$ cat src/rtl/rs485tx_pkg.sv
// Shared types and constants for the RS485 transmit queue.
package rs485tx_pkg;

    localparam int unsigned QUEUE_DEPTH_DEF = 64;

    localparam logic [7:0] HOLD_RESET = 8'd8;
    localparam logic [7:0] HOLD_MIN   = 8'd2;
    localparam logic [7:0] SEND_TICK  = 8'd1;

    localparam int unsigned APB_AW = 3;
    localparam int unsigned APB_DW = 32;

    typedef enum logic [1:0] {
        OP_PUSH = 2'd0,
        OP_POLL = 2'd1,
        OP_TICK = 2'd2
    } t_op;

    typedef enum logic [1:0] {
        S_IDLE  = 2'b01,
        S_FETCH = 2'b10
    } t_state;

    // controller -> datapath
    typedef struct packed {
        logic accept;      // input beat taken this cycle
        logic fetch_held;  // capture queue RAM read data into held byte
    } t_ctrl_cmd;

    // datapath -> controller
    typedef struct packed {
        logic poll_go;     // current input is a start poll that will take a byte
    } t_dp_stat;

endpackage

$ cat src/rtl/rs485tx_ram.sv
// Generic single-write, single-read RAM with registered read data.
module rs485tx_ram #(
    parameter int unsigned WIDTH = 8,
    parameter int unsigned DEPTH = 64
) (
    input  logic                     i_clk,
    input  logic                     i_wr_en,
    input  logic [$clog2(DEPTH)-1:0] i_wr_addr,
    input  logic [WIDTH-1:0]         i_wr_data,
    input  logic                     i_rd_en,
    input  logic [$clog2(DEPTH)-1:0] i_rd_addr,
    output logic [WIDTH-1:0]         o_rd_data
);

    logic [WIDTH-1:0] r_mem [DEPTH];
    logic [WIDTH-1:0] r_rd_data;

    always_ff @(posedge i_clk) begin
        if (i_wr_en) begin
            r_mem[i_wr_addr] <= i_wr_data;
        end
        if (i_rd_en) begin
            r_rd_data <= r_mem[i_rd_addr];
        end
    end

    assign o_rd_data = r_rd_data;

endmodule

$ cat src/rtl/rs485tx_ctrl.sv
// Handshake controller: input/output beat flow and the RAM fetch wait state.
module rs485tx_ctrl
    import rs485tx_pkg::*;
(
    input  logic      i_clk,
    input  logic      i_rst_n,
    input  logic      i_in_valid,
    output logic      o_in_ready,
    output logic      o_out_valid,
    input  logic      i_out_ready,
    input  t_dp_stat  i_stat,
    output t_ctrl_cmd o_cmd
);

    t_state r_state, n_state;
    logic   r_out_valid, n_out_valid;
    logic   w_accept;

    assign o_in_ready = (r_state == S_IDLE) && (!r_out_valid || i_out_ready);
    assign w_accept   = i_in_valid && o_in_ready;

    always_comb begin
        n_state     = r_state;
        n_out_valid = r_out_valid;
        if (r_out_valid && i_out_ready) begin
            n_out_valid = 1'b0;
        end
        if (w_accept) begin
            n_out_valid = 1'b1;
        end
        case (r_state)
            S_IDLE: begin
                if (w_accept && i_stat.poll_go) begin
                    n_state = S_FETCH;
                end
            end
            S_FETCH: begin
                n_state = S_IDLE;
            end
            default: begin
                n_state = S_IDLE;
            end
        endcase
    end

    always_ff @(posedge i_clk) begin
        if (!i_rst_n) begin
            r_state     <= S_IDLE;
            r_out_valid <= 1'b0;
        end else begin
            r_state     <= n_state;
            r_out_valid <= n_out_valid;
        end
    end

    assign o_out_valid      = r_out_valid;
    assign o_cmd.accept     = w_accept;
    assign o_cmd.fetch_held = (r_state == S_FETCH);

endmodule

$ cat src/rtl/rs485tx_dp.sv
// Datapath: queue pointers, byte RAM, send/hold sequencing, config register, result register.
module rs485tx_dp
    import rs485tx_pkg::*;
#(
    parameter int unsigned QUEUE_DEPTH = QUEUE_DEPTH_DEF
) (
    input  logic              i_clk,
    input  logic              i_rst_n,
    input  logic              psel,
    input  logic              penable,
    input  logic              pwrite,
    input  logic [APB_AW-1:0] paddr,
    input  logic [APB_DW-1:0] pwdata,
    output logic [APB_DW-1:0] prdata,
    input  logic [1:0]        i_operation,
    input  logic [7:0]        i_tx_data,
    input  t_ctrl_cmd         i_cmd,
    output t_dp_stat          o_stat,
    output logic              o_uart_write,
    output logic [7:0]        o_uart_byte,
    output logic              o_driver_enable,
    output logic              o_sender_busy,
    output logic              o_push_dropped,
    output logic              o_queue_empty
);

    localparam int unsigned PTR_W = $clog2(QUEUE_DEPTH);
    localparam logic [PTR_W-1:0] PTR_LAST = PTR_W'(QUEUE_DEPTH - 1);

    logic [PTR_W-1:0] r_write_pos, n_write_pos;
    logic [PTR_W-1:0] r_read_pos, n_read_pos;
    logic             r_busy, n_busy;
    logic             r_enable, n_enable;
    logic [7:0]       r_hold_count, n_hold_count;
    logic [7:0]       r_held_byte;
    logic [7:0]       r_hold_ticks;

    logic             r_uart_write, n_uart_write;
    logic [7:0]       r_uart_byte;
    logic             r_push_dropped, n_push_dropped;
    logic             r_queue_empty;

    logic [PTR_W-1:0] w_wr_next, w_rd_next;
    logic [7:0]       w_limit, w_count_inc;
    logic             w_ram_we;
    logic [7:0]       w_ram_rd_data;
    logic             w_cfg_we;

    assign w_wr_next   = (r_write_pos == PTR_LAST) ? '0 : r_write_pos + 1'b1;
    assign w_rd_next   = (r_read_pos == PTR_LAST) ? '0 : r_read_pos + 1'b1;
    assign w_limit     = (r_hold_ticks < HOLD_MIN) ? HOLD_MIN : r_hold_ticks;
    assign w_count_inc = r_hold_count + 8'd1;

    assign o_stat.poll_go = (t_op'(i_operation) == OP_POLL) &&
                            (r_write_pos != r_read_pos) && !r_busy;

    always_comb begin
        n_write_pos    = r_write_pos;
        n_read_pos     = r_read_pos;
        n_busy         = r_busy;
        n_enable       = r_enable;
        n_hold_count   = r_hold_count;
        n_uart_write   = 1'b0;
        n_push_dropped = 1'b0;
        w_ram_we       = 1'b0;
        if (i_cmd.accept) begin
            case (t_op'(i_operation))
                OP_PUSH: begin
                    if (w_wr_next == r_read_pos) begin
                        n_push_dropped = 1'b1;
                    end else begin
                        w_ram_we    = 1'b1;
                        n_write_pos = w_wr_next;
                    end
                end
                OP_POLL: begin
                    if (o_stat.poll_go) begin
                        n_busy     = 1'b1;
                        n_enable   = 1'b1;
                        n_read_pos = w_rd_next;
                    end
                end
                OP_TICK: begin
                    if (r_busy) begin
                        n_hold_count = w_count_inc;
                        if (w_count_inc == SEND_TICK) begin
                            n_uart_write = 1'b1;
                        end else if (w_count_inc >= w_limit) begin
                            n_enable     = 1'b0;
                            n_busy       = 1'b0;
                            n_hold_count = '0;
                        end
                    end
                end
                default: begin
                end
            endcase
        end
    end

    // byte is read at poll accept, captured on the following cycle
    rs485tx_ram #(
        .WIDTH (8),
        .DEPTH (QUEUE_DEPTH)
    ) u_ram (
        .i_clk     (i_clk),
        .i_wr_en   (w_ram_we),
        .i_wr_addr (r_write_pos),
        .i_wr_data (i_tx_data),
        .i_rd_en   (i_cmd.accept && o_stat.poll_go),
        .i_rd_addr (r_read_pos),
        .o_rd_data (w_ram_rd_data)
    );

    assign w_cfg_we = psel && penable && pwrite && !paddr[2];

    always_ff @(posedge i_clk) begin
        if (!i_rst_n) begin
            r_write_pos  <= '0;
            r_read_pos   <= '0;
            r_busy       <= 1'b0;
            r_enable     <= 1'b0;
            r_hold_count <= '0;
            r_held_byte  <= '0;
            r_hold_ticks <= HOLD_RESET;
        end else begin
            r_write_pos  <= n_write_pos;
            r_read_pos   <= n_read_pos;
            r_busy       <= n_busy;
            r_enable     <= n_enable;
            r_hold_count <= n_hold_count;
            if (i_cmd.fetch_held) begin
                r_held_byte <= w_ram_rd_data;
            end
            if (w_cfg_we) begin
                r_hold_ticks <= pwdata[7:0];
            end
        end
    end

    always_ff @(posedge i_clk) begin
        if (i_cmd.accept) begin
            r_uart_write   <= n_uart_write;
            r_uart_byte    <= n_uart_write ? r_held_byte : 8'd0;
            r_push_dropped <= n_push_dropped;
            r_queue_empty  <= (n_write_pos == n_read_pos);
        end
    end

    assign prdata = paddr[2] ? '0 : {{(APB_DW-8){1'b0}}, r_hold_ticks};

    assign o_uart_write    = r_uart_write;
    assign o_uart_byte     = r_uart_byte;
    assign o_driver_enable = r_enable;
    assign o_sender_busy   = r_busy;
    assign o_push_dropped  = r_push_dropped;
    assign o_queue_empty   = r_queue_empty;

endmodule

$ cat src/rtl/rs485_tx_fifo_direction_control.sv
// RS485 transmit queue with driver-enable sequencing, top level.
//
// Each input beat is a push, a start poll or a delay tick and yields one result beat.
// A push, a tick, an unused code and a poll that takes nothing are done when taken; a
// poll that takes a byte also waits in a fetch state on the queue RAM's registered
// read port. Results sit in an output register, so the next beat is taken while a
// result is handed off. The queue holds QUEUE_DEPTH-1 bytes; a push into a full queue
// is dropped and flagged. The RAM needs no clearing after reset: an entry is read only
// after it was pushed. hold_ticks sits at byte address 0 of the APB port (reset 8;
// values below 2 act as 2) and should be written only while no beat is in flight.
module rs485_tx_fifo_direction_control
    import rs485tx_pkg::*;
#(
    parameter int unsigned QUEUE_DEPTH = QUEUE_DEPTH_DEF
) (
    input  logic              i_clk,
    input  logic              i_rst_n,
    input  logic              psel,
    input  logic              penable,
    input  logic              pwrite,
    input  logic [APB_AW-1:0] paddr,
    input  logic [APB_DW-1:0] pwdata,
    output logic [APB_DW-1:0] prdata,
    output logic              pready,
    input  logic              i_in_valid,
    output logic              o_in_ready,
    input  logic [1:0]        i_operation,
    input  logic [7:0]        i_tx_data,
    output logic              o_out_valid,
    input  logic              i_out_ready,
    output logic              o_uart_write,
    output logic [7:0]        o_uart_byte,
    output logic              o_driver_enable,
    output logic              o_sender_busy,
    output logic              o_push_dropped,
    output logic              o_queue_empty
);

    t_ctrl_cmd w_cmd;
    t_dp_stat  w_stat;

    assign pready = 1'b1;

    rs485tx_ctrl u_ctrl (
        .i_clk       (i_clk),
        .i_rst_n     (i_rst_n),
        .i_in_valid  (i_in_valid),
        .o_in_ready  (o_in_ready),
        .o_out_valid (o_out_valid),
        .i_out_ready (i_out_ready),
        .i_stat      (w_stat),
        .o_cmd       (w_cmd)
    );

    rs485tx_dp #(
        .QUEUE_DEPTH (QUEUE_DEPTH)
    ) u_dp (
        .i_clk           (i_clk),
        .i_rst_n         (i_rst_n),
        .psel            (psel),
        .penable         (penable),
        .pwrite          (pwrite),
        .paddr           (paddr),
        .pwdata          (pwdata),
        .prdata          (prdata),
        .i_operation     (i_operation),
        .i_tx_data       (i_tx_data),
        .i_cmd           (w_cmd),
        .o_stat          (w_stat),
        .o_uart_write    (o_uart_write),
        .o_uart_byte     (o_uart_byte),
        .o_driver_enable (o_driver_enable),
        .o_sender_busy   (o_sender_busy),
        .o_push_dropped  (o_push_dropped),
        .o_queue_empty   (o_queue_empty)
    );

endmodule

$ cat config.mk
export PLATFORM = sky130hd
export DESIGN_NAME = rs485_tx_fifo_direction_control
export DESIGN_NICKNAME = d
export VERILOG_FILES = /design/src/rtl/rs485tx_pkg.sv /design/src/rtl/rs485tx_ram.sv /design/src/rtl/rs485tx_ctrl.sv /design/src/rtl/rs485tx_dp.sv /design/src/rtl/rs485_tx_fifo_direction_control.sv
export SDC_FILE = /design/constraint.sdc
export NUM_CORES = 1
export LEC_CHECK = 0
export ABC_AREA = 1
export BUFFER_PORTS_ARGS = -buffer_cell sky130_fd_sc_hd__clkbuf_2
export CORE_UTILIZATION = 25
export DETAILED_ROUTE_END_ITERATION = 6
export PLACE_DENSITY = 0.44
export SYNTH_ARGS = -nofsm -noshare
export SYNTH_HDL_FRONTEND = slang
export SYNTH_SLANG_ARGS = --single-unit
$ cat constraint.sdc
create_clock -name i_clk -period 5.4 [get_ports i_clk]
set_input_delay 1.08 -clock i_clk [delete_from_list [all_inputs] [get_ports i_clk]]
set_output_delay 1.08 -clock i_clk [all_outputs]
set_load 0.03 [all_outputs]
Word level (Yosys, flattened, before mapping)
Memories as Yosys holds them, arrays and structs flattened. A register that Yosys moved wholly into a read port is not among the register bits.
Index checks and enable logic that the tools add are counted.

storage, ports and cells
  register bits = 52
  memory bits (writable) = 512
  input port bits = 52
  output and inout port bits = 48
  word-level logic and storage cells = 86
  memories kept = 1

cells by class
  add/sub/neg operators = 3
  $lt $le $gt $ge = 2
  equality and inequality tests = 14
  mux-type cells = 33
  reduce and logical (&&, ||, !) cells = 20

memory list
  name              words  width  read ports  clocked after Yosys merged registers in  write ports  RTL line           text
  u_dp.u_ram.r_mem  64     8      1           1                                        1            rs485tx_ram.sv:15  logic [WIDTH-1:0] r_mem [DEPTH];

operator list
  kind                   count
  $mux W6                8
  $mux W8                4
  $mux W1                19
  $add A6 B1 Y6 const B  2
  $eq A6 B6 Y1           2
  $eq A6 B6 Y1 const B   2
  $logic_and A1 B1 Y1    9
  $add A8 B1 Y8 const B  1
  $eq A8 B1 Y1 const B   1
  $ge A8 B8 Y1           1
  $lt A8 B2 Y1 const B   1
  $ne A2 B1 Y1 const B   3
  $ne A6 B6 Y1           1
  $reduce_and A3 Y1      2
  $reduce_and A6 Y1      1
  $eq A2 B1 Y1 const B   2
  $eq A2 B2 Y1 const B   2
  $pmux W1 S2            2
  $reduce_bool A2 Y1     2
  $logic_not A1 Y1       3
  $logic_not A2 Y1       1
  $ne A2 B2 Y1 const B   1
  $reduce_and A2 Y1      1
  $logic_or A1 B1 Y1     1

Logic depth before layout (Yosys ltp)
  depth after elaboration = 8
  depth in mapped cells = 16
  mapped depth without buffers = 16

By module
Synthesis repeated with hierarchy kept, for this count alone.

second synthesis, totals
  cell total of the unflattened synthesis = 2274
  area, all modules = 24661.2 um2

by module, submodules not included
  module                           times used  cells an instance  area each (um2)  seq. area each (um2)
  rs485tx_ram                      1           1805               21419.3          15615.0
  rs485tx_dp                       1           445                3083.0           1091.0
  rs485tx_ctrl                     1           22                 147.6            60.1
  rs485_tx_fifo_direction_control  1           2                  11.3             0.0

Worst setup path before layout
No wires, ideal clock.

  kind = input -> output
  from = input i_out_ready
  to = output o_in_ready
  data arrival time = 1.940 ns
  required time = 4.320 ns
  setup slack = 2.380 ns
  stages = 3
  path buffers = 0
  cells stage by stage = inv_1 > nand2_1 > nor3b_1

on the way
  word-level cells in the longest chain between the ends = 2

RTL lines
  what                 RTL line                               text
  from (decl)          rs485_tx_fifo_direction_control.sv:30  input logic i_out_ready,
  $logic_or A1 B1 Y1   rs485tx_ctrl.sv:19                     assign o_in_ready = (r_state == S_IDLE) && (!r_out_valid || i_out_ready);
  $logic_and A1 B1 Y1  rs485tx_ctrl.sv:19
  to (decl)            rs485_tx_fifo_direction_control.sv:26  output logic o_in_ready,

Every way passes these cells.

Final worst setup path
  from = register u_dp.r_read_pos[3]
  to = register u_dp.u_ram.r_rd_data[1] (netlist: u_dp.u_ram.o_rd_data[1]), read port of u_dp.u_ram.r_mem (data pin)

on the way
  word-level cells in the longest chain between the ends = 4

RTL lines
  what                    RTL line           text
  from (decl)             rs485tx_dp.sv:31   logic [PTR_W-1:0] r_read_pos, n_read_pos;
  from (signal assigned)  rs485tx_dp.sv:128  r_read_pos <= n_read_pos;
  $ne A6 B6 Y1            rs485tx_dp.sv:55   (r_write_pos != r_read_pos) && !r_busy;
  $logic_and A1 B1 Y1     rs485tx_dp.sv:54   assign o_stat.poll_go = (t_op'(i_operation) == OP_POLL) &&
  $logic_and A1 B1 Y1     rs485tx_dp.sv:55
  $logic_and A1 B1 Y1     rs485tx_dp.sv:110  .i_rd_en (i_cmd.accept && o_stat.poll_go),
  to (decl)               rs485tx_ram.sv:16  logic [WIDTH-1:0] r_rd_data;

Several ways; a longest one is shown, not always the timed one.
A chain may end at the register's enable or synchronous reset.

==> metrics.txt <==
skew final=0.02338 ns; Hold/Removal Path Class=flop to flop; post-synthesis mux area share=0%; Filler cells=9555; area fraction in compound gates after synthesis=roughly 11%; post-layout min period=3.819 ns; vias in the first global route=14760; synth warn=0; total negative slack=0 ns; final slew viol count=0; first-pass GRT wire length=96.05 mm; RR Endpoint=u_dp.u_ram.o_rd_data[1]; fmax=0.2619 GHz; Synth cell types=40; post-cts gate resize count=0; Clock Latency Late Sink=between 0.6 and 0.7 ns; drt pass-1 iters=5; effective utilization at floorplan=25.27%; adder-cell share of the synthesized area=0.6356%; initial antenna violation count=0; Crit Path Category=flop to flop; num rows=112; Post-synth ARST share=0%; FF-to-FF setup slack=1.58 ns; ant diodes=0; CTS tree=built; WP data required=roughly 5.8 ns; final estimated routing congestion in global placement=0.8496; CTS root buf=clkbuf_16; port buffer count=48; HP Start=u_dp.r_held_byte[2]; Seq/Total Area, Yosys=70.98%; WHS Endpoint=u_dp.r_held_byte[2]; Top FF cell, synth=edfxtp_1; Critical Path AT=4.17 ns; Max Cap Viol=0; I/O pin count=100; slew margin rel.=38.89%; clock sinks=572; EDFF count, synth=531; crit start category=flop; hold buffer count at cts=0; number of remaining DRC errors=0; fin nets=2061; reg2reg path depth=7; worst slew pin tran=between 0.9 and 1 ns; maximum fanout along the worst path=19; Iter 0 DRT Violations=1216; die width=309.4 um; clock slew at reported path FFs=0.06 ns; VDD IR-drop max=0.0002106 V; synthesis-to-layout area growth=14.45%; DIE AREA=~96000 sq um; Syn Area/Cell=11.95 sq um; outcome=finished clean; fraction of layout cells with a size suffix above 1=between 10% and 20%; synthesized area=23620 sq um; Clock Tree Buf Depth=3; register area=16770 sq um; Seq cells post-synth=572; CTS buffer count=66; post-CTS setup repair buffer count=0; PwrDens=355.9 nW/um^2; final setup fails=0; total number of vias=15360; Inst Count DP=approximately 3200; WHS Path Cells=2; crit share post-route=70.71%; Synth Area in XOR/XNOR=0.3337%; Multi-input gate area=5977 sq um; Worst Setup End Kind=flop; Mapped Cells=1976; Post-Synth Simple-Gate Area=around 12%; DP HPWL=37.43 mm; Final Hold Vio Count=0; post-DR vias/cell=between 4 and 5; Critical R2R Launch=u_dp.r_read_pos[3]; GRT Overall Usage=13.47%; Antenna Nets Post-Route=0; pin count of the biggest net entering global routing=approximately 160; largest family of logic cells by synthesized area=simple AND/OR/NAND/NOR gates; final wirelength=65.14 mm; die height=309.4 um; H-Tree Depth=3; Avg WL per Cell=19.73 um; final std cells w/o fill=approximately 3300; Lkg Pwr=8.820 nW; RSZ-0062 raised after global routing=false; Remaining Overflow, GRT=0; core area=between 90000 and 100000 sq um
report_power, final:
part	switching, mW	leakage (nW)	internal [mW]
sequential	0.0229	5.12	4.86
combinational	0.462	2.73	0.135
clock	1.80	0.970	2.34
layout make-up:
| class | instances | share of cell area, % |
|---|---|---|
| timing repair buffer | 75 | 1.777 |
| multi-input combinational | 1216 | 22.11 |
| clock buffer | 83 | 6.424 |
| inverter | 66 | 0.9580 |
| tap | 1254 | 5.804 |
| clock inverter | 35 | 0.8793 |
| sequential | 572 | 62.05 |
state kept, by name (all words and copies together), names as in the netlist:
name                  flops
u_dp.o_push_dropped       1
u_dp.u_ram.r_mem        512
u_dp.r_hold_count         8
u_dp.u_ram.o_rd_data      8
u_dp.r_held_byte          8
u_dp.o_uart_byte          8
u_ctrl.o_out_valid        1
u_dp.o_uart_write         1
u_dp.o_driver_enable      1
u_dp.r_hold_ticks         8
u_dp.r_write_pos          6
u_ctrl.r_state            2
u_dp.o_sender_busy        1
u_dp.o_queue_empty        1
u_dp.r_read_pos           6
through the flow:
| stage | worst slack [ns] | hold WS, ns | power (mW) | utilization, % | instance area (sq um) |
|---|---|---|---|---|---|
| after floorplan | 2.380 | 0.4301 | 5.332 | - | 23710 |
| after global placement | 1.542 | 0.4462 | 5.570 | 26.81 | 25060 |
| after detailed placement | 1.465 | 0.4495 | 5.577 | 26.81 | 25060 |
| after CTS | 1.598 | 0.4582 | 9.735 | 28.92 | 27030 |
| after global routing | 1.313 | 0.4759 | 9.947 | 28.92 | 27030 |
| final | 1.581 | 0.4546 | 9.621 | 28.92 | 27030 |
layout by cell type, fill, tap and decap left out, drive strengths merged, types with 2 or more instances in the layout:
cell	instances
nand3b	3
conb	25
nand3	102
nor2	384
xor2	7
o2bb2ai	2
o221ai	49
o21ai	286
edfxtp	531
nor3	3
nor3b	2
o211ai	16
nand2	179
inv	66
buf	27
clkinvlp	2
a21oi	45
dfxtp	41
clkbuf	131
ha	12
nand4	19
o22ai	77
clkinv	32
xnor2	2
kinds of logic (layout without fill, tap and decap cells):
logic type,after synthesis,after routing
compound gates,475,475
other cells,2,25
xor+xnor,9,9
buf+inv,211,259
flops,572,572
simple gates,695,695
fa+ha+maj,12,12
synthesized netlist by cell type (3+ instances only):
cell type	instances	share of area [%]
nor2_1	379	6.0
o211ai_1	16	0.51
a21oi_1	45	0.95
xor2_1	7	0.26
dfxtp_1	41	3.5
buf_4	32	1.0
clkbuf_1	92	1.5
ha_1	12	0.64
o221ai_1	49	1.8
o21ai_0	284	6.0
nor3_1	3	0.064
nand3_2	9	0.38
buf_6	4	0.19
nand2_1	170	2.7
clkinv_1	4	0.064
edfxtp_1	531	68
o22ai_1	77	2.0
inv_2	8	0.13
nor2_4	3	0.14
inv_1	53	0.84
nand2_2	8	0.21
nand4_1	19	0.50
buf_2	16	0.34
nand3_1	91	1.9
critical path: stages (launching register included):
cell,delay [ns]
dfxtp_1,0.61
clkinv_1,0.73
nor2_2,0.84
buf_4,0.37
nand2_1,0.09
nand3_1,0.14
o21ai_0,0.30
a21oi_1,0.46
how the worst max path moves through the flow:
| stage | start | to | slack (ns) |
|---|---|---|---|
| after floorplan | i_out_ready | o_in_ready | 2.38 |
| after global placement | i_operation[0] | u_dp.u_ram.r_mem[33][6] | 1.54 |
| after detailed placement | i_out_ready | u_dp.u_ram.r_mem[35][2] | 1.46 |
| after CTS | u_dp.r_write_pos[0] | u_dp.u_ram.r_mem[35][7] | 1.60 |
| after global routing | u_dp.r_write_pos[0] | u_dp.u_ram.r_mem[35][7] | 1.31 |
| final | u_dp.r_read_pos[3] | u_dp.u_ram.o_rd_data[1] | 1.58 |
per-layer routing:
metal / vias up / global-route usage, % / routed length [um]
met5: - / 0 / 0
met3: 99 / 2.439 / 3622
met1: 7625 / 18.52 / 30020
li1: 7202 / - / -
met4: 0 / 4.858 / 1776
met2: 432 / 21.16 / 29720
No activity file was read; power rests on OpenSTA's default activity.
